## src/design/csr_cgo_pkg.sv

```systemverilog
// ----------------------------------------------------------------------------
// csr_cgo_pkg
// Shared types, codes and defaults for the CSR column-group offset block.
// ----------------------------------------------------------------------------
`default_nettype none

package csr_cgo_pkg;

    localparam int COL_BITS        = 32;
    localparam int CFG_INDEX_BITS  = 2;
    localparam int DEF_MAX_GROUPS  = 16;
    localparam int DEF_INDEX_BITS  = 32;
    localparam int QUEUE_DEPTH     = 4;

    // event kinds
    localparam logic [1:0] OP_ROW_START = 2'd0;
    localparam logic [1:0] OP_ENTRY     = 2'd1;
    localparam logic [1:0] OP_ROW_END   = 2'd2;
    localparam logic [1:0] OP_MAT_END   = 2'd3;

    // configuration register indexes
    localparam logic [CFG_INDEX_BITS-1:0] REG_NUM_COLS   = 2'd0;
    localparam logic [CFG_INDEX_BITS-1:0] REG_GRID_COLS  = 2'd1;
    localparam logic [CFG_INDEX_BITS-1:0] REG_INDEX_BASE = 2'd2;

    typedef struct packed {
        logic [1:0]  op;
        logic [31:0] column;
    } in_item_t;

    typedef struct packed {
        logic [31:0] offset;
        logic [31:0] row;
        logic [3:0]  group;
        logic        last;
    } out_item_t;

    // classified command passed from the front to the back
    typedef struct packed {
        logic [1:0]          op;
        logic [COL_BITS-1:0] col;
    } cmd_t;

endpackage

`default_nettype wire

```

## src/design/csr_cgo_cfg.sv

```systemverilog
// ----------------------------------------------------------------------------
// csr_cgo_cfg
// Configuration registers and a bit-serial divider that derives the group
// width and remainder from the column count and group count.
// ----------------------------------------------------------------------------
`default_nettype none

module csr_cgo_cfg #(
    parameter int MAX_GROUPS = csr_cgo_pkg::DEF_MAX_GROUPS
) (
    input  wire logic                                   clk,
    input  wire logic                                   rst_n,
    input  wire logic                                   cfg_valid,
    output logic                                        cfg_ready,
    input  wire logic [csr_cgo_pkg::CFG_INDEX_BITS-1:0] cfg_index,
    input  wire logic [31:0]                            cfg_data,
    output logic                                        base,
    output logic [$clog2(MAX_GROUPS+1)-1:0]             groups,
    output logic [csr_cgo_pkg::COL_BITS-1:0]            width,
    output logic [$clog2(MAX_GROUPS+1)-1:0]             grem,
    output logic                                        busy,
    output logic                                        done
);
    import csr_cgo_pkg::*;

    localparam int GW = $clog2(MAX_GROUPS + 1);
    localparam int CW = $clog2(COL_BITS);

    logic [COL_BITS-1:0] num_cols_reg, num_cols_next;
    logic [4:0]          grid_reg, grid_next;
    logic                base_reg, base_next;
    logic                busy_reg, busy_next;
    logic                done_reg, done_next;
    logic [CW-1:0]       cnt_reg, cnt_next;
    logic [COL_BITS-1:0] width_reg, width_next;
    logic [GW-1:0]       grem_reg, grem_next;
    logic [COL_BITS-1:0] dq_reg, dq_next;
    logic [GW-1:0]       prem_reg, prem_next;

    logic                wr;
    logic                wr_known;
    logic [GW:0]         rem_sh;
    logic                ge;

    // effective group count: zero acts as one, clamp at the maximum
    always_comb
    begin
        if (grid_reg == 5'd0)
        begin
            groups = GW'(1);
        end
        else if (32'(grid_reg) > MAX_GROUPS)
        begin
            groups = GW'(MAX_GROUPS);
        end
        else
        begin
            groups = GW'(grid_reg);
        end
    end

    assign cfg_ready = !busy_reg;
    assign wr        = cfg_valid && cfg_ready;
    assign wr_known  = (cfg_index == REG_NUM_COLS) || (cfg_index == REG_GRID_COLS)
                       || (cfg_index == REG_INDEX_BASE);

    assign rem_sh = {prem_reg, dq_reg[COL_BITS-1]};
    assign ge     = rem_sh >= {1'b0, groups};

    always_comb
    begin
        num_cols_next = num_cols_reg;
        grid_next     = grid_reg;
        base_next     = base_reg;
        busy_next     = busy_reg;
        done_next     = 1'b0;
        cnt_next      = cnt_reg;
        width_next    = width_reg;
        grem_next     = grem_reg;
        dq_next       = dq_reg;
        prem_next     = prem_reg;

        if (busy_reg)
        begin
            // one quotient bit per cycle
            prem_next = ge ? GW'(rem_sh - {1'b0, groups}) : GW'(rem_sh);
            dq_next   = {dq_reg[COL_BITS-2:0], ge};
            cnt_next  = cnt_reg + 1'b1;
            if (cnt_reg == CW'(COL_BITS - 1))
            begin
                busy_next  = 1'b0;
                done_next  = 1'b1;
                width_next = {dq_reg[COL_BITS-2:0], ge};
                grem_next  = ge ? GW'(rem_sh - {1'b0, groups}) : GW'(rem_sh);
            end
        end
        else if (wr && wr_known)
        begin
            case (cfg_index)
                REG_NUM_COLS:   num_cols_next = cfg_data;
                REG_GRID_COLS:  grid_next     = cfg_data[4:0];
                REG_INDEX_BASE: base_next     = cfg_data[0];
                default:        ;
            endcase
            busy_next = 1'b1;
            cnt_next  = '0;
            prem_next = '0;
            dq_next   = (cfg_index == REG_NUM_COLS) ? cfg_data : num_cols_reg;
        end
    end

    always_ff @(posedge clk or negedge rst_n)
    begin
        if (!rst_n)
        begin
            num_cols_reg <= COL_BITS'(1);
            grid_reg     <= 5'd1;
            base_reg     <= 1'b0;
            busy_reg     <= 1'b0;
            done_reg     <= 1'b0;
            cnt_reg      <= '0;
            width_reg    <= COL_BITS'(1);
            grem_reg     <= '0;
        end
        else
        begin
            num_cols_reg <= num_cols_next;
            grid_reg     <= grid_next;
            base_reg     <= base_next;
            busy_reg     <= busy_next;
            done_reg     <= done_next;
            cnt_reg      <= cnt_next;
            width_reg    <= width_next;
            grem_reg     <= grem_next;
        end
    end

    always_ff @(posedge clk)
    begin
        dq_reg   <= dq_next;
        prem_reg <= prem_next;
    end

    assign base  = base_reg;
    assign width = width_reg;
    assign grem  = grem_reg;
    assign busy  = busy_reg;
    assign done  = done_reg;

endmodule

`default_nettype wire

```

## src/design/csr_cgo_front.sv

```systemverilog
// ----------------------------------------------------------------------------
// csr_cgo_front
// Input stage: takes event transactions, rebases the column and hands a
// command to the queue.
// ----------------------------------------------------------------------------
`default_nettype none

module csr_cgo_front (
    input  wire logic                  clk,
    input  wire logic                  rst_n,
    input  wire logic                  item_valid,
    output logic                       item_ready,
    input  wire csr_cgo_pkg::in_item_t item,
    input  wire logic                  base,
    output logic                       push,
    output csr_cgo_pkg::cmd_t          cmd,
    input  wire logic                  q_full
);
    import csr_cgo_pkg::*;

    logic hold_valid_reg, hold_valid_next;
    cmd_t hold_reg, hold_next;
    logic take;

    assign push       = hold_valid_reg && !q_full;
    assign item_ready = !hold_valid_reg || !q_full;
    assign take       = item_valid && item_ready;
    assign cmd        = hold_reg;

    always_comb
    begin
        hold_next       = hold_reg;
        hold_valid_next = hold_valid_reg;
        if (take)
        begin
            hold_valid_next = 1'b1;
            hold_next.op    = item.op;
            // only entries use the column; a column below the base wraps
            hold_next.col   = (item.op == OP_ENTRY) ? item.column - COL_BITS'(base) : '0;
        end
        else if (push)
        begin
            hold_valid_next = 1'b0;
        end
    end

    always_ff @(posedge clk or negedge rst_n)
    begin
        if (!rst_n)
        begin
            hold_valid_reg <= 1'b0;
        end
        else
        begin
            hold_valid_reg <= hold_valid_next;
        end
    end

    always_ff @(posedge clk)
    begin
        hold_reg <= hold_next;
    end

endmodule

`default_nettype wire

```

## src/design/csr_cgo_fifo.sv

```systemverilog
// ----------------------------------------------------------------------------
// csr_cgo_fifo
// Short command queue between the front and back parts.
// ----------------------------------------------------------------------------
`default_nettype none

module csr_cgo_fifo #(
    parameter int DEPTH = csr_cgo_pkg::QUEUE_DEPTH
) (
    input  wire logic              clk,
    input  wire logic              rst_n,
    input  wire logic              push,
    input  wire csr_cgo_pkg::cmd_t wdata,
    input  wire logic              pop,
    output csr_cgo_pkg::cmd_t      head,
    output logic                   full,
    output logic                   empty
);
    import csr_cgo_pkg::*;

    localparam int AW = (DEPTH > 1) ? $clog2(DEPTH) : 1;

    cmd_t          mem [DEPTH];
    logic [AW-1:0] wr_ptr_reg, wr_ptr_next;
    logic [AW-1:0] rd_ptr_reg, rd_ptr_next;
    logic [AW:0]   count_reg, count_next;

    assign full  = count_reg == (AW+1)'(DEPTH);
    assign empty = count_reg == '0;
    assign head  = mem[rd_ptr_reg];

    always_comb
    begin
        wr_ptr_next = wr_ptr_reg;
        rd_ptr_next = rd_ptr_reg;
        count_next  = count_reg;
        if (push)
        begin
            wr_ptr_next = (wr_ptr_reg == AW'(DEPTH - 1)) ? '0 : wr_ptr_reg + 1'b1;
        end
        if (pop)
        begin
            rd_ptr_next = (rd_ptr_reg == AW'(DEPTH - 1)) ? '0 : rd_ptr_reg + 1'b1;
        end
        if (push && !pop)
        begin
            count_next = count_reg + 1'b1;
        end
        else if (pop && !push)
        begin
            count_next = count_reg - 1'b1;
        end
    end

    always_ff @(posedge clk or negedge rst_n)
    begin
        if (!rst_n)
        begin
            wr_ptr_reg <= '0;
            rd_ptr_reg <= '0;
            count_reg  <= '0;
        end
        else
        begin
            wr_ptr_reg <= wr_ptr_next;
            rd_ptr_reg <= rd_ptr_next;
            count_reg  <= count_next;
        end
    end

    always_ff @(posedge clk)
    begin
        if (push)
        begin
            mem[wr_ptr_reg] <= wdata;
        end
    end

endmodule

`default_nettype wire

```

## src/design/csr_cgo_back.sv

```systemverilog
// ----------------------------------------------------------------------------
// csr_cgo_back
// Execution sequencer: keeps the row and nonzero counters and places column
// groups into the result register, one result per cycle while it can take it.
// ----------------------------------------------------------------------------
`default_nettype none

module csr_cgo_back #(
    parameter int MAX_GROUPS = csr_cgo_pkg::DEF_MAX_GROUPS,
    parameter int INDEX_BITS = csr_cgo_pkg::DEF_INDEX_BITS
) (
    input  wire logic                                clk,
    input  wire logic                                rst_n,
    input  wire logic                                cfg_busy,
    input  wire logic                                cfg_done,
    input  wire logic [$clog2(MAX_GROUPS+1)-1:0]     groups,
    input  wire logic [csr_cgo_pkg::COL_BITS-1:0]    width,
    input  wire logic [$clog2(MAX_GROUPS+1)-1:0]     grem,
    input  wire csr_cgo_pkg::cmd_t                   head,
    input  wire logic                                q_empty,
    output logic                                     pop,
    output logic                                     result_valid,
    input  wire logic                                result_ready,
    output csr_cgo_pkg::out_item_t                   result
);
    import csr_cgo_pkg::*;

    localparam int GW = $clog2(MAX_GROUPS + 1);

    localparam logic [2:0] ST_IDLE  = 3'd0;
    localparam logic [2:0] ST_SCAN  = 3'd1;
    localparam logic [2:0] ST_CLOSE = 3'd2;
    localparam logic [2:0] ST_FINAL = 3'd3;
    localparam logic [2:0] ST_MUL   = 3'd4;
    localparam logic [2:0] ST_ADD   = 3'd5;

    logic [2:0]            state_reg, state_next;
    logic [INDEX_BITS-1:0] nz_reg, nz_next;
    logic [INDEX_BITS-1:0] row_reg, row_next;
    logic [GW-1:0]         cur_reg, cur_next;
    logic [COL_BITS-1:0]   start_reg, start_next;
    logic                  open_reg, open_next;
    logic [1:0]            op_reg, op_next;
    logic [COL_BITS-1:0]   col_reg, col_next;
    logic [COL_BITS-1:0]   prod_reg, prod_next;
    logic                  out_valid_reg, out_valid_next;
    out_item_t             out_reg, out_next;

    logic                  can_emit;
    logic                  emit;
    out_item_t             emit_data;
    logic [GW-1:0]         cur_inc;
    logic [COL_BITS-1:0]   start_adv;
    logic                  hit;

    assign can_emit  = !out_valid_reg || result_ready;
    assign cur_inc   = cur_reg + 1'b1;
    // start of the following group: one extra column while below the remainder
    assign start_adv = start_reg + width + COL_BITS'(cur_reg < grem);
    assign hit       = (cur_reg < groups) && (col_reg >= start_reg);

    always_comb
    begin
        state_next = state_reg;
        nz_next    = nz_reg;
        row_next   = row_reg;
        cur_next   = cur_reg;
        start_next = start_reg;
        open_next  = open_reg;
        op_next    = op_reg;
        col_next   = col_reg;
        prod_next  = prod_reg;
        pop        = 1'b0;
        emit       = 1'b0;
        emit_data.offset = 32'(nz_reg);
        emit_data.row    = 32'(row_reg);
        emit_data.group  = 4'(cur_reg);
        emit_data.last   = 1'b0;

        case (state_reg)
            ST_IDLE:
            begin
                if (cfg_done)
                begin
                    state_next = ST_MUL;
                end
                else if (!q_empty && !cfg_busy)
                begin
                    pop     = 1'b1;
                    op_next  = head.op;
                    col_next = head.col;
                    case (head.op)
                        OP_ENTRY:
                        begin
                            if (open_reg)
                            begin
                                state_next = ST_SCAN;
                            end
                            else
                            begin
                                nz_next = nz_reg + 1'b1;
                            end
                        end
                        OP_ROW_END:
                        begin
                            if (open_reg)
                            begin
                                state_next = ST_CLOSE;
                            end
                        end
                        OP_ROW_START, OP_MAT_END:
                        begin
                            state_next = open_reg ? ST_CLOSE : ST_FINAL;
                        end
                        default:
                        begin
                            state_next = ST_IDLE;
                        end
                    endcase
                end
            end

            ST_SCAN:
            begin
                if (!hit)
                begin
                    nz_next    = nz_reg + 1'b1;
                    state_next = ST_IDLE;
                end
                else if (can_emit)
                begin
                    emit           = 1'b1;
                    emit_data.last = !((cur_inc < groups) && (col_reg >= start_adv));
                    cur_next       = cur_inc;
                    start_next     = start_adv;
                    if (emit_data.last)
                    begin
                        nz_next    = nz_reg + 1'b1;
                        state_next = ST_IDLE;
                    end
                end
            end

            ST_CLOSE:
            begin
                if (cur_reg < groups)
                begin
                    if (can_emit)
                    begin
                        emit           = 1'b1;
                        emit_data.last = (cur_inc == groups) && (op_reg == OP_ROW_END);
                        cur_next       = cur_inc;
                    end
                end
                else
                begin
                    row_next   = row_reg + 1'b1;
                    open_next  = 1'b0;
                    cur_next   = '0;
                    start_next = '0;
                    state_next = (op_reg == OP_ROW_END) ? ST_IDLE : ST_FINAL;
                end
            end

            ST_FINAL:
            begin
                if (can_emit)
                begin
                    emit            = 1'b1;
                    emit_data.group = '0;
                    emit_data.last  = 1'b1;
                    state_next      = ST_IDLE;
                    if (op_reg == OP_ROW_START)
                    begin
                        open_next  = 1'b1;
                        cur_next   = GW'(1);
                        start_next = width + COL_BITS'(grem != '0);
                    end
                    else
                    begin
                        nz_next  = '0;
                        row_next = '0;
                    end
                end
            end

            // rebase the next group start after a configuration change
            ST_MUL:
            begin
                prod_next  = width * COL_BITS'(cur_reg);
                state_next = ST_ADD;
            end

            ST_ADD:
            begin
                start_next = prod_reg + COL_BITS'((cur_reg < grem) ? cur_reg : grem);
                state_next = ST_IDLE;
            end

            default:
            begin
                state_next = ST_IDLE;
            end
        endcase
    end

    always_comb
    begin
        out_valid_next = out_valid_reg;
        out_next       = out_reg;
        if (emit)
        begin
            out_valid_next = 1'b1;
            out_next       = emit_data;
        end
        else if (result_ready)
        begin
            out_valid_next = 1'b0;
        end
    end

    always_ff @(posedge clk or negedge rst_n)
    begin
        if (!rst_n)
        begin
            state_reg     <= ST_IDLE;
            nz_reg        <= '0;
            row_reg       <= '0;
            cur_reg       <= '0;
            start_reg     <= '0;
            open_reg      <= 1'b0;
            out_valid_reg <= 1'b0;
        end
        else
        begin
            state_reg     <= state_next;
            nz_reg        <= nz_next;
            row_reg       <= row_next;
            cur_reg       <= cur_next;
            start_reg     <= start_next;
            open_reg      <= open_next;
            out_valid_reg <= out_valid_next;
        end
    end

    always_ff @(posedge clk)
    begin
        op_reg   <= op_next;
        col_reg  <= col_next;
        prod_reg <= prod_next;
        out_reg  <= out_next;
    end

    assign result_valid = out_valid_reg;
    assign result       = out_reg;

endmodule

`default_nettype wire

```

## src/design/csr_column_group_offsets_top.sv

```systemverilog
// ----------------------------------------------------------------------------
// csr_column_group_offsets_top
// Column-group start offsets of a CSR matrix streamed as row and entry events.
// ----------------------------------------------------------------------------
// Events enter through a one-entry input register into a four-deep command
// queue; a back-end sequencer drains the queue and produces one result per
// cycle, while the result register can take it, into a result register, so the
// input side keeps taking transactions while results wait. The sequencer sets
// the rate: an entry outside an open row is counted in the idle state; an
// entry inside a row goes on to a scan state that places one group for each
// boundary it crosses; a row end inside a row goes to a close state that
// places the groups left; a row start or matrix end also passes a final state
// for its own result. A write to a known configuration register starts a
// bit-serial division for the group width and remainder, during which
// cfg_ready is low and no queued event executes; the ST_MUL and ST_ADD states
// then rebase the current group start if the sequencer is idle when it ends.
// ----------------------------------------------------------------------------
`default_nettype none

module csr_column_group_offsets_top #(
    parameter int MAX_GROUPS = csr_cgo_pkg::DEF_MAX_GROUPS,
    parameter int INDEX_BITS = csr_cgo_pkg::DEF_INDEX_BITS
) (
    input  wire logic                                   clk,
    input  wire logic                                   rst_n,
    input  wire logic                                   item_valid,
    output logic                                        item_ready,
    input  wire csr_cgo_pkg::in_item_t                  item,
    output logic                                        result_valid,
    input  wire logic                                   result_ready,
    output csr_cgo_pkg::out_item_t                      result,
    input  wire logic                                   cfg_valid,
    output logic                                        cfg_ready,
    input  wire logic [csr_cgo_pkg::CFG_INDEX_BITS-1:0] cfg_index,
    input  wire logic [31:0]                            cfg_data
);
    import csr_cgo_pkg::*;

    localparam int GW = $clog2(MAX_GROUPS + 1);

    logic                base;
    logic [GW-1:0]       groups;
    logic [COL_BITS-1:0] width;
    logic [GW-1:0]       grem;
    logic                cfg_busy;
    logic                cfg_done;
    logic                push;
    cmd_t                cmd;
    cmd_t                head;
    logic                q_full;
    logic                q_empty;
    logic                pop;

    csr_cgo_cfg #(
        .MAX_GROUPS (MAX_GROUPS)
    ) u_cfg (
        .clk       (clk),
        .rst_n     (rst_n),
        .cfg_valid (cfg_valid),
        .cfg_ready (cfg_ready),
        .cfg_index (cfg_index),
        .cfg_data  (cfg_data),
        .base      (base),
        .groups    (groups),
        .width     (width),
        .grem      (grem),
        .busy      (cfg_busy),
        .done      (cfg_done)
    );

    csr_cgo_front u_front (
        .clk        (clk),
        .rst_n      (rst_n),
        .item_valid (item_valid),
        .item_ready (item_ready),
        .item       (item),
        .base       (base),
        .push       (push),
        .cmd        (cmd),
        .q_full     (q_full)
    );

    csr_cgo_fifo #(
        .DEPTH (QUEUE_DEPTH)
    ) u_fifo (
        .clk   (clk),
        .rst_n (rst_n),
        .push  (push),
        .wdata (cmd),
        .pop   (pop),
        .head  (head),
        .full  (q_full),
        .empty (q_empty)
    );

    csr_cgo_back #(
        .MAX_GROUPS (MAX_GROUPS),
        .INDEX_BITS (INDEX_BITS)
    ) u_back (
        .clk          (clk),
        .rst_n        (rst_n),
        .cfg_busy     (cfg_busy),
        .cfg_done     (cfg_done),
        .groups       (groups),
        .width        (width),
        .grem         (grem),
        .head         (head),
        .q_empty      (q_empty),
        .pop          (pop),
        .result_valid (result_valid),
        .result_ready (result_ready),
        .result       (result)
    );

endmodule

`default_nettype wire

```

## config.mk

```make
export PLATFORM = sky130hd
export DESIGN_NAME = csr_column_group_offsets_top
export DESIGN_NICKNAME = d
export VERILOG_FILES = /design/src/design/csr_cgo_pkg.sv /design/src/design/csr_cgo_cfg.sv /design/src/design/csr_cgo_front.sv /design/src/design/csr_cgo_fifo.sv /design/src/design/csr_cgo_back.sv /design/src/design/csr_column_group_offsets_top.sv
export SDC_FILE = /design/constraint.sdc
export NUM_CORES = 1
export LEC_CHECK = 0
export ABC_AREA = 1
export BUFFER_PORTS_ARGS = -buffer_cell sky130_fd_sc_hd__buf_4
export CORE_MARGIN = 3
export CORE_UTILIZATION = 45
export DETAILED_ROUTE_END_ITERATION = 8
export GPL_ROUTABILITY_DRIVEN = 1
export PLACE_DENSITY = 0.67
export SETUP_SLACK_MARGIN = 0.05
export SLEW_MARGIN = 20
export SYNTH_ARGS = -nofsm -noshare
export SYNTH_HDL_FRONTEND = slang
export SYNTH_SLANG_ARGS = --single-unit
```

## constraint.sdc

```tcl
create_clock -name clk -period 12.28 [get_ports clk]
set_input_delay 0 -clock clk [delete_from_list [all_inputs] [get_ports clk]]
set_output_delay 0 -clock clk [all_outputs]
set_load 0.05 [all_outputs]
```

# == Word level (Yosys, flattened, before mapping) ==
# Memories as Yosys holds them, arrays and structs flattened.
# Index checks and enable logic that the tools add are counted.
# word_totals
mem_bits_rw,136
ff_bits,402
mem_count,1
word_cells,216
out_inout_bits,72
# memory_table
name,depth,width,rd,rd_ports_with_merged_regs,wr,line_no,source
u_fifo.mem,4,34,1,0,1,csr_cgo_fifo.sv:23,cmd_t mem [DEPTH];
# op_classes
order_cmp,7
reduce_logical,49
mul,1
n_eq_ne,32
bitwise_logic,2
n_addsub,14
muxes,80
# ops
op,n
32-bit 2-to-1 mux,18
32-bit case mux with 4 select lines,1
32-bit case mux with 3 select lines,1
5-bit 2-to-1 mux,13
32-bit by 1-bit adder with 32-bit output,2
32-bit by 1-bit adder with 32-bit output (second input constant),2
32-bit adder,2
32-bit >= comparator,2
32-bit case mux with 2 select lines,1
3-bit 2-to-1 mux,11
32-bit by 5-bit multiplier with 32-bit output,1
32-bit by 1-bit subtractor with 32-bit output,1
1-bit 2-to-1 mux,25
5-bit less-than comparator,3
3-bit case mux with 5 select lines,1
5-bit case mux with 3 select lines,1
2-bit == test (second input constant),6
4-bit AND reduction,3
5-bit by 1-bit adder with 5-bit output (second input constant),2
1-bit logical AND,10
2-bit by 1-bit != test with 1-bit output (second input constant),5
2-bit != test (second input constant),5
2-bit nonzero test,5
3-bit == test (second input constant),3
other kinds (34),61

# == Depth between registers and ports, before layout ==
# Gate-level depths: netlist of the first run.
# depth
ltp_word,9
mapped_depth,35
ltp_nobuf,33

# == By module ==
# A second synthesis of the first run with hierarchy kept.
# unflattened
hier_cells,4164
area_unflattened_um2,34518.1
# by_module_without_submodules
mod,instances,area_per_inst_um2,cells_per_inst
csr_cgo_back,1,21048.9,2822
csr_cgo_fifo,1,5879.4,449
csr_cgo_cfg,1,5332.6,601
csr_cgo_front,1,2257.2,292

# == Least setup slack after synthesis of the first run ==
# Ideal clock, no wire load.
# synth_timing
kind,reg-to-reg
startpoint,register u_back.state_reg[2]
endpoint,"register u_back.out_reg, in the netlist u_back.result[0], enable pin"
path_stages_with_launch,8
required_time_ns,11.743
arrival_ns,5.055
setup_time_ns,0.537
path_buffers,2
setup_slack_ns,6.688
path_cell_list,dfrtp_1 -> nor2_1 -> inv_2 -> nor2_4 -> inv_2 -> clkbuf_1 -> buf_1 -> a31oi_1
# synth_via
elab_chain_cells,2
word_cells_on_any_way,4
# synth_lines
element,line_no,source
from (decl),csr_cgo_back.sv:37,"logic [2:0] state_reg, state_next;"
from (signal assigned),csr_cgo_back.sv:236,state_reg <= state_next;
3-bit by 2-bit == test with 1-bit output / 3-bit by 1-bit == test with 1-bit output (equally long branches),csr_cgo_back.sv:80,case (state_reg)
1-bit case mux with 3 select lines (*),csr_cgo_back.sv:80,
named net u_back.emit,csr_cgo_back.sv:50,logic emit;
to (signal assigned),csr_cgo_back.sv:251,out_reg <= out_next;
to (decl),csr_cgo_back.sv:47,"out_item_t out_reg, out_next;"
# Mark *: on every way through the listed nets, which the timed path passes. The rest lies on a longest branch.
# A chain may end at the register's enable or synchronous reset.

# == Final worst setup path of the first run ==
# layout_timing
startpoint,register u_back.cur_reg[1]
endpoint,register u_back.nz_reg[29]
# layout_via
elab_chain_cells,6
word_cells_on_any_way,13
# layout_lines
element,line_no,source
from (decl),csr_cgo_back.sv:40,"logic [GW-1:0] cur_reg, cur_next;"
from (signal assigned),csr_cgo_back.sv:239,cur_reg <= cur_next;
5-bit less-than comparator,csr_cgo_back.sv:59,assign start_adv = start_reg + width + COL_BITS'(cur_reg < grem);
32-bit by 1-bit adder with 32-bit output,csr_cgo_back.sv:59,
32-bit >= comparator,csr_cgo_back.sv:133,emit_data.last = !((cur_inc < groups) && (col_reg >= start_adv));
1-bit logical AND,csr_cgo_back.sv:133,
3-bit != test (no line),-,
9-bit AND reduction (no line),-,
to (signal assigned),csr_cgo_back.sv:237,nz_reg <= nz_next;
to (decl),csr_cgo_back.sv:38,"logic [INDEX_BITS-1:0] nz_reg, nz_next;"
# Parallel ways exist; a longest one is shown, timed or not.

==> results_dict.tcl, run 1 <==
set metrics [dict create \
    num_rows 99 \
    start_kind "flop" \
    die_w_um 280 \
    hold_viol_final 0 \
    wirelength_um 99100 \
    path_delay_family "simple AND/OR/NAND/NOR gates" \
    root_buffer "clkbuf_16" \
    clk_path_buf_depth 3 \
    finalCritPeriodShare_pct 49.3 \
    pwr_density_cell_nw_per_um2 225 \
    numCtsBuffers 57 \
    synth_edf_count 342 \
    synth_fp_nets 4313 \
    hold_slack_ns 0.115 \
    cp_slowest_stage_delay_ns 0.74 \
    hold_class "input port to flop" \
    avgSynthCellArea_um2 8.46 \
    async_reset_ff_share_pct 36.4 \
    cp.arrival_ns 6.58 \
    worst_slew_pin_slew_ns 0.989 \
    dr.pass1.iters 6 \
    grt_max_degree 77 \
    yosysWarnings 0 \
    cts.sinks 538 \
    synthFlopType "edfxtp_1" \
    layout-drive-gt1-share_pct 8.23 \
    relSlewSlack_pct 33.8 \
    place_hpwl_um 71700 \
    fin_setup_tns_ns 0 \
    regMostFlops "u_fifo.mem" \
    syn_inst 3982 \
    antenna_found_initial 3 \
    die_area_um2 78200 \
    crit_path_frequent_cell "nand2_1" \
    drc 0 \
    die_h_um 280 \
    cts_resized 0 \
    status "finished, final reports clean" \
    grt_pass1_vias 26900 \
    period_minus_slack_ns 6.06 \
    synth-seq-cells 538 \
    crit_required_ns 12.80 \
    ios 145 \
    crit_fanout 37 \
    initial_core_util_pct 45.8 \
    drtIter0Drc 2547 \
    path_clk_slew_ns 0.06 \
    io_buffers 144 \
    irDropWorstVdd_v 0.000140 \
    setup_viol 0 \
    synth_area_um2 33700 \
    cts_htree_levels 2 \
    fin_nets 4557 \
    grt_pass1_wl_um 153000 \
    end_kind "flop" \
    maxCapViolCount 0 \
    antenna_left 0 \
    antennaDiodeCount 0 \
    cts_tree "done" \
    critPathKind "flop to flop" \
    cp_slowest_cell "nor2_4" \
    maxSlewViolCount 0 \
    overflow 0 \
    place_congestion 0.984 \
    worst-path-buf-inv 5 \
    syn2layout_area_growth_pct 15.7 \
    via_count 28200 \
    clk_latency_ns 0.64 \
    rsz0062_at_grt "false" \
    largest_reg_flops 136 \
    yosysSeqAreaShare_pct 45.1 \
    r2r_slack_ns 6.22 \
    cts_setup_buffers 0 \
    power_leakage_nw 17.5 \
    vias_per_cell 5.40 \
    coreArea_um2 73600 \
    fmax_ghz 0.165 \
    synth_cell_types 61 \
    finalClockSkew_ns 0.0259 \
    grt.total_usage_pct 25.0 \
    wl_per_cell_um 18.9 \
]
[cell usage in the layout (no fill, tap or decap), types with 69 or more instances in the layout]
| cell | netlist | layout |
|---|---|---|
| a21oi_1 | 177 | 177 |
| buf_4 | 3 | 190 |
| dfrtp_1 | 193 | 192 |
| dlygate4sd3_1 | 0 | 129 |
| edfxtp_1 | 342 | 342 |
| fa_1 | 88 | 88 |
| ha_1 | 170 | 170 |
| inv_1 | 541 | 540 |
| nand2_1 | 952 | 951 |
| nand3_1 | 156 | 156 |
| nor2_1 | 365 | 359 |
| nor3_1 | 69 | 69 |
| o21ai_0 | 318 | 318 |
| xor2_1 | 69 | 69 |
[worst paths after layout]
| kind | from | end | depth (start not counted) |
|---|---|---|---|
| max | u_back.cur_reg[1]$_DFFE_PN0P_ | u_back.nz_reg[29]$_DFFE_PN0P_ | 31 |
| min | item[32] | u_front.cmd[32]$_DFFE_PP_ | 2 |
| max reg2reg | u_back.cur_reg[1]$_DFFE_PN0P_ | u_back.nz_reg[29]$_DFFE_PN0P_ | 31 |
| min reg2reg | u_front.cmd[3]$_SDFFCE_PP0P_ | u_fifo.mem[2][3]$_DFFE_PP_ | 0 |
| max in group asynchronous | rst_n | u_fifo.rd_ptr_reg[0]$_DFFE_PN0P_ | 5 |
| min in group asynchronous | rst_n | u_cfg.num_cols_reg[7]$_DFFE_PN0P_ | 3 |
[metal layers]
metal | share of wire, % | up-vias | global-route usage [%]
met1 | 45 | 13500 | 36.0
met3 | 6.5 | 158 | 3.56
met4 | 2.5 | 2 | 6.34
li1 | - | 13700 | -
met5 | 0.010 | - | 0
met2 | 45 | 940 | 40.1
[where the power goes]
part           switching [mW]  internal, mW  total [mW]
clock                   0.740         0.967        1.71
combinational            2.81          1.20        4.01
sequential              0.380          2.66        3.04
[metrics by stage]
step	utilization, %	total power [mW]	cell area [um2]	setup slack, ns	instances
after floorplan	-	5.68	33700	6.69	3982
after global placement	48.7	6.92	35800	6.31	4996
after detailed placement	48.7	6.99	35800	6.27	4996
after CTS	53.0	8.76	39000	6.25	5234
after global routing	53.0	9.35	39000	5.70	5234
final	53.0	8.76	39000	6.22	5234
[cells by family after synthesis]
family | count (synthesis) | synth area share [%]
compound gates | 690 | 11.4
xor+xnor | 101 | 2.63
fa+ha+maj | 258 | 11.5
buf+inv | 689 | 7.87
flops | 538 | 45.1
mux | 3 | 0.0966
simple gates | 1703 | 21.3
[synthesized netlist by cell type, drive strengths merged, types with 12 or more instances]
master	instances	area [um2]
a31oi	13	81.3
inv	550	2060
xnor2	32	280
nand3b	18	135
o211ai	12	90.1
or2	16	100
a21oi	178	902
fa	88	1760
ha	170	2130
o21bai	43	323
nor2	380	1490
clkbuf	91	342
buf	45	233
a21o	16	120
dfrtp	193	4830
nor4	24	156
edfxtp	342	10300
nor3	73	392
o21ai	340	1710
o31ai	18	135
nand2	957	3610
xor2	69	604
nand3	158	801
o22ai	40	250
nand4	64	400
[cell type report]
type / instances / area (um2)
inverter: 553 / 2080
sequential: 538 / 15200
fill: 6790 / 34600
clock inverter: 25 / 234
timing repair buffer: 321 / 2760
clock buffer: 83 / 1630
tap: 959 / 1200
multi-input combinational: 2755 / 15900
[repair_timing]
action,in CTS,in global routing
setup endpoints to repair,0,0
hold endpoints to repair,181,0
hold buffers,130,0
Note: power is estimated with default switching activity, not from simulation.
==> inputs of run 2 (changes only) <==
--- a/config.mk
+++ b/config.mk
@@ -5,7 +5,7 @@
 export SDC_FILE = /design/constraint.sdc
 export NUM_CORES = 1
 export LEC_CHECK = 0
-export ABC_AREA = 1
+export ABC_AREA = 0
 export BUFFER_PORTS_ARGS = -buffer_cell sky130_fd_sc_hd__buf_4
 export CORE_MARGIN = 3
 export CORE_UTILIZATION = 45
==> constraint.sdc (replaced) <==
create_clock -name clk -period 6.35 [get_ports clk]
set_input_delay 0 -clock clk [delete_from_list [all_inputs] [get_ports clk]]
set_output_delay 0 -clock clk [all_outputs]
set_load 0.05 [all_outputs]
==> run 2 against run 1 <==
Clock power is 110% higher. Critical path depth is 4 lower. Die area is 8.4% lower. Wire length is 17% lower. Power is 97% higher. The flow now finishes with violations (hold timing). Register-to-register slack worse by 5.9 ns. Maximum frequency hardly changed.
==> results_dict.tcl, run 2 <==
set metrics [dict create \
    status "finished with violations" \
    largest_reg_flops 136 \
    dp_cells 3658 \
    cts.sinks 538 \
    hold_viol_final 5 \
    grt_max_degree 117 \
    io_buffers 144 \
    pwr_density_cell_nw_per_um2 479 \
    crit_required_ns 6.82 \
    wl_per_cell_um 21.3 \
    cp.arrival_ns 6.52 \
    synth-seq-cells 538 \
    yosysSeqAreaShare_pct 49.3 \
    finalClockSkew_ns 0.0330 \
    setup_viol 0 \
    regMostFlops "u_fifo.mem" \
    syn2layout_area_growth_pct 17.3 \
    comb_power_share_pct 46.2 \
    maxSlewViolCount 0 \
    design_area_um2 36100 \
    layout-drive-gt1-share_pct 15.2 \
    root_buffer "clkbuf_16" \
    hold_slack_ns -0.0162 \
    synth_edf_count 342 \
    final_common_cell "edfxtp_1" \
    end_kind "flop" \
    relSlewSlack_pct 27.6 \
    yosys.area_share.simple_pct 13.2 \
    place_congestion 0.942 \
    numCtsBuffers 57 \
    clk_path_buf_depth 3 \
    synth_compound_area_share_pct 10.1 \
    die_area_um2 71600 \
    grt.total_usage_pct 23.0 \
    async_reset_ff_share_pct 36.4 \
    maxCapViolCount 0 \
    drc 0 \
    cts_tree "done" \
    yosysWarnings 0 \
    vias_per_cell 5.70 \
    coreArea_um2 67500 \
    grt_pass1_wl_um 128000 \
    path_clk_slew_ns 0.06 \
    synth.most_common_cell "edfxtp_1" \
    initial_core_util_pct 45.6 \
    num_rows 95 \
    finalNonFillerCells 3864 \
    yosys-top-cells-count "edfxtp_1, nand2_1, dfrtp_1" \
    synthMuxAreaShare_pct 6.54 \
    place_area_um2 33000 \
    fin_nets 3273 \
    synth-xor-area-share_pct 4.92 \
    synth_area_um2 30800 \
    intPower_mw 10.1 \
    ios 145 \
    drtIter0Drc 1691 \
    antennaDiodeCount 0 \
    critPathKind "flop to flop" \
    synth_top_area_share_pct 33.4 \
    swShare_pct 41.5 \
    place_hpwl_um 58800 \
    die_h_um 268 \
    yosysTopAreaCell "edfxtp_1" \
    dr.pass1.iters 5 \
    avgSynthCellArea_um2 11.4 \
    fmax_ghz 0.165 \
    pwr-share-clk_pct 20.3 \
    worst_slew_pin_slew_ns 1.08 \
    synthFlopType "edfxtp_1" \
    antenna_found_initial 1 \
    hold_class "input port to asynchronous set/reset pin" \
    final_cell_mix "edfxtp_1, nand2_1, buf_4, dfrtp_1, ha_1" \
    syn_inst 2699 \
    antenna_left 0 \
    violations "hold timing" \
    fill_cells 5695 \
    synthAdderAreaFrac_pct 12.6 \
    irDropWorstVdd_v 0.000334 \
    overflow 0 \
    start_kind "flop" \
    cts_htree_levels 2 \
    clk_latency_ns 0.62 \
    die_w_um 268 \
    switchingPower_mw 7.18 \
    grt_pass1_vias 22200 \
    synth_top_family_by_area "simple AND/OR/NAND/NOR gates" \
    synth_fp_nets 3030 \
    seqPwrFrac_pct 33.5 \
    synth_cell_types 74 \
    crit_fanout 16 \
    finalCritPeriodShare_pct 95.4 \
    wirelength_um 82400 \
    ys_top_cells_by_area "edfxtp_1, dfrtp_1, ha_1" \
    power_leakage_nw 14.9 \
    via_count 22000 \
    period_minus_slack_ns 6.06 \
]
[run 2: critical path, cell delays in order (launching register included)]
cell and delay (ns):
dfrtp_1 0.37, inv_1 0.07, ha_1 0.27, a21boi_1 0.15, o21a_1 0.12, o21ai_0 0.08, nand2b_1 0.08, a21o_1 0.18
inv_2 0.10, fa_2 0.44, inv_1 0.09, fa_2 0.21, nor2b_1 0.06, o31a_1 0.28, o2111ai_2 0.22, nand4_1 0.25
a31o_2 0.32, a21oi_1 0.17, xor2_1 0.11, ha_1 0.32, and3_1 0.17, o2111ai_1 0.18, or4_4 0.47, o2111a_2 0.33
o31ai_4 0.37, clkbuf_16 0.26, o21ai_0 0.14, o41ai_1 0.11
[run 2: final timing paths]
path                                                     start                                  to  slack (ns)  depth (start not counted)
max in group asynchronous                                rst_n    u_fifo.rd_ptr_reg[1]$_DFFE_PN0P_        5.11                          3
worst max-delay path                 u_cfg.grem[1]$_DFFE_PN0P_       u_back.nz_reg[28]$_DFFE_PN0P_        0.29                         27
worst max register to register       u_cfg.grem[1]$_DFFE_PN0P_       u_back.nz_reg[28]$_DFFE_PN0P_        0.29                         27
worst min register to register  u_back.row_reg[31]$_DFFE_PN0P_         u_back.result[36]$_DFFE_PP_        0.47                          0
min in group clk                                      item[32]           u_front.cmd[32]$_DFFE_PP_        0.13                          2
worst min-delay path                                     rst_n  u_cfg.num_cols_reg[18]$_DFFE_PN0P_       -0.02                          2
[run 2: routing by layer]
| layer | share of wire [%] | wire length [um] | vias to the layer above | global-route usage, % |
|---|---|---|---|---|
| met5 | 0.016 | 13 | - | 0 |
| met2 | 47 | 38900 | 637 | 38.0 |
| met4 | 3.5 | 2850 | 2 | 7.38 |
| met3 | 5.7 | 4660 | 159 | 3.59 |
| li1 | - | - | 10300 | - |
| met1 | 44 | 36000 | 11000 | 31.2 |
[run 2: logic make-up after synthesis]
group	after synthesis
xor gates and xnor gates	173
muxes	149
buffers and inverters	266
and+or+nand+nor	818
AOI/OAI and AO/OA	497
adders and majority gates	258
DFF	538
[run 2: power by group through the flow]
stage	logic (mW)	clock network, mW	registers [mW]
after floorplan	4.75	0	6.30
after global placement	7.61	0	5.81
after detailed placement	7.77	0	5.86
after CTS	7.88	3.58	5.80
after global routing	8.74	3.73	5.90
final	7.98	3.51	5.80
[run 2: timing repair]
item,in CTS,in global routing
hold buffers,94,0
cloned,0,2
setup endpoints to repair,12,33
gates resized for setup,2,16
hold endpoints to repair,193,0
buffers inserted,0,2
pin swaps,0,10
[run 2: metrics by stage]
stage	total power, mW	setup WS [ns]	hold WS [ns]	util (%)	setup TNS [ns]
finish	17.3	0.294	-0.0162	53.5	0
global route	18.4	-0.0218	0.0513	53.5	-0.0409
CTS	17.3	0.0918	0.0178	53.3	0
detailed placement	13.6	0.0200	0.116	48.9	0
global placement	13.4	0.236	0.112	48.9	0
floorplan	11.0	0.413	-0.296	-	0
[run 2: final cells by class]
type	instances	area, um2	area share (%)
tap	873	1090	3.03
clock inverter	31	379	1.05
clock buffer	77	1620	4.50
multi-input combinational	1895	14700	40.8
inverter	154	578	1.60
sequential	538	15200	42.0
timing repair buffer	296	2530	7.00
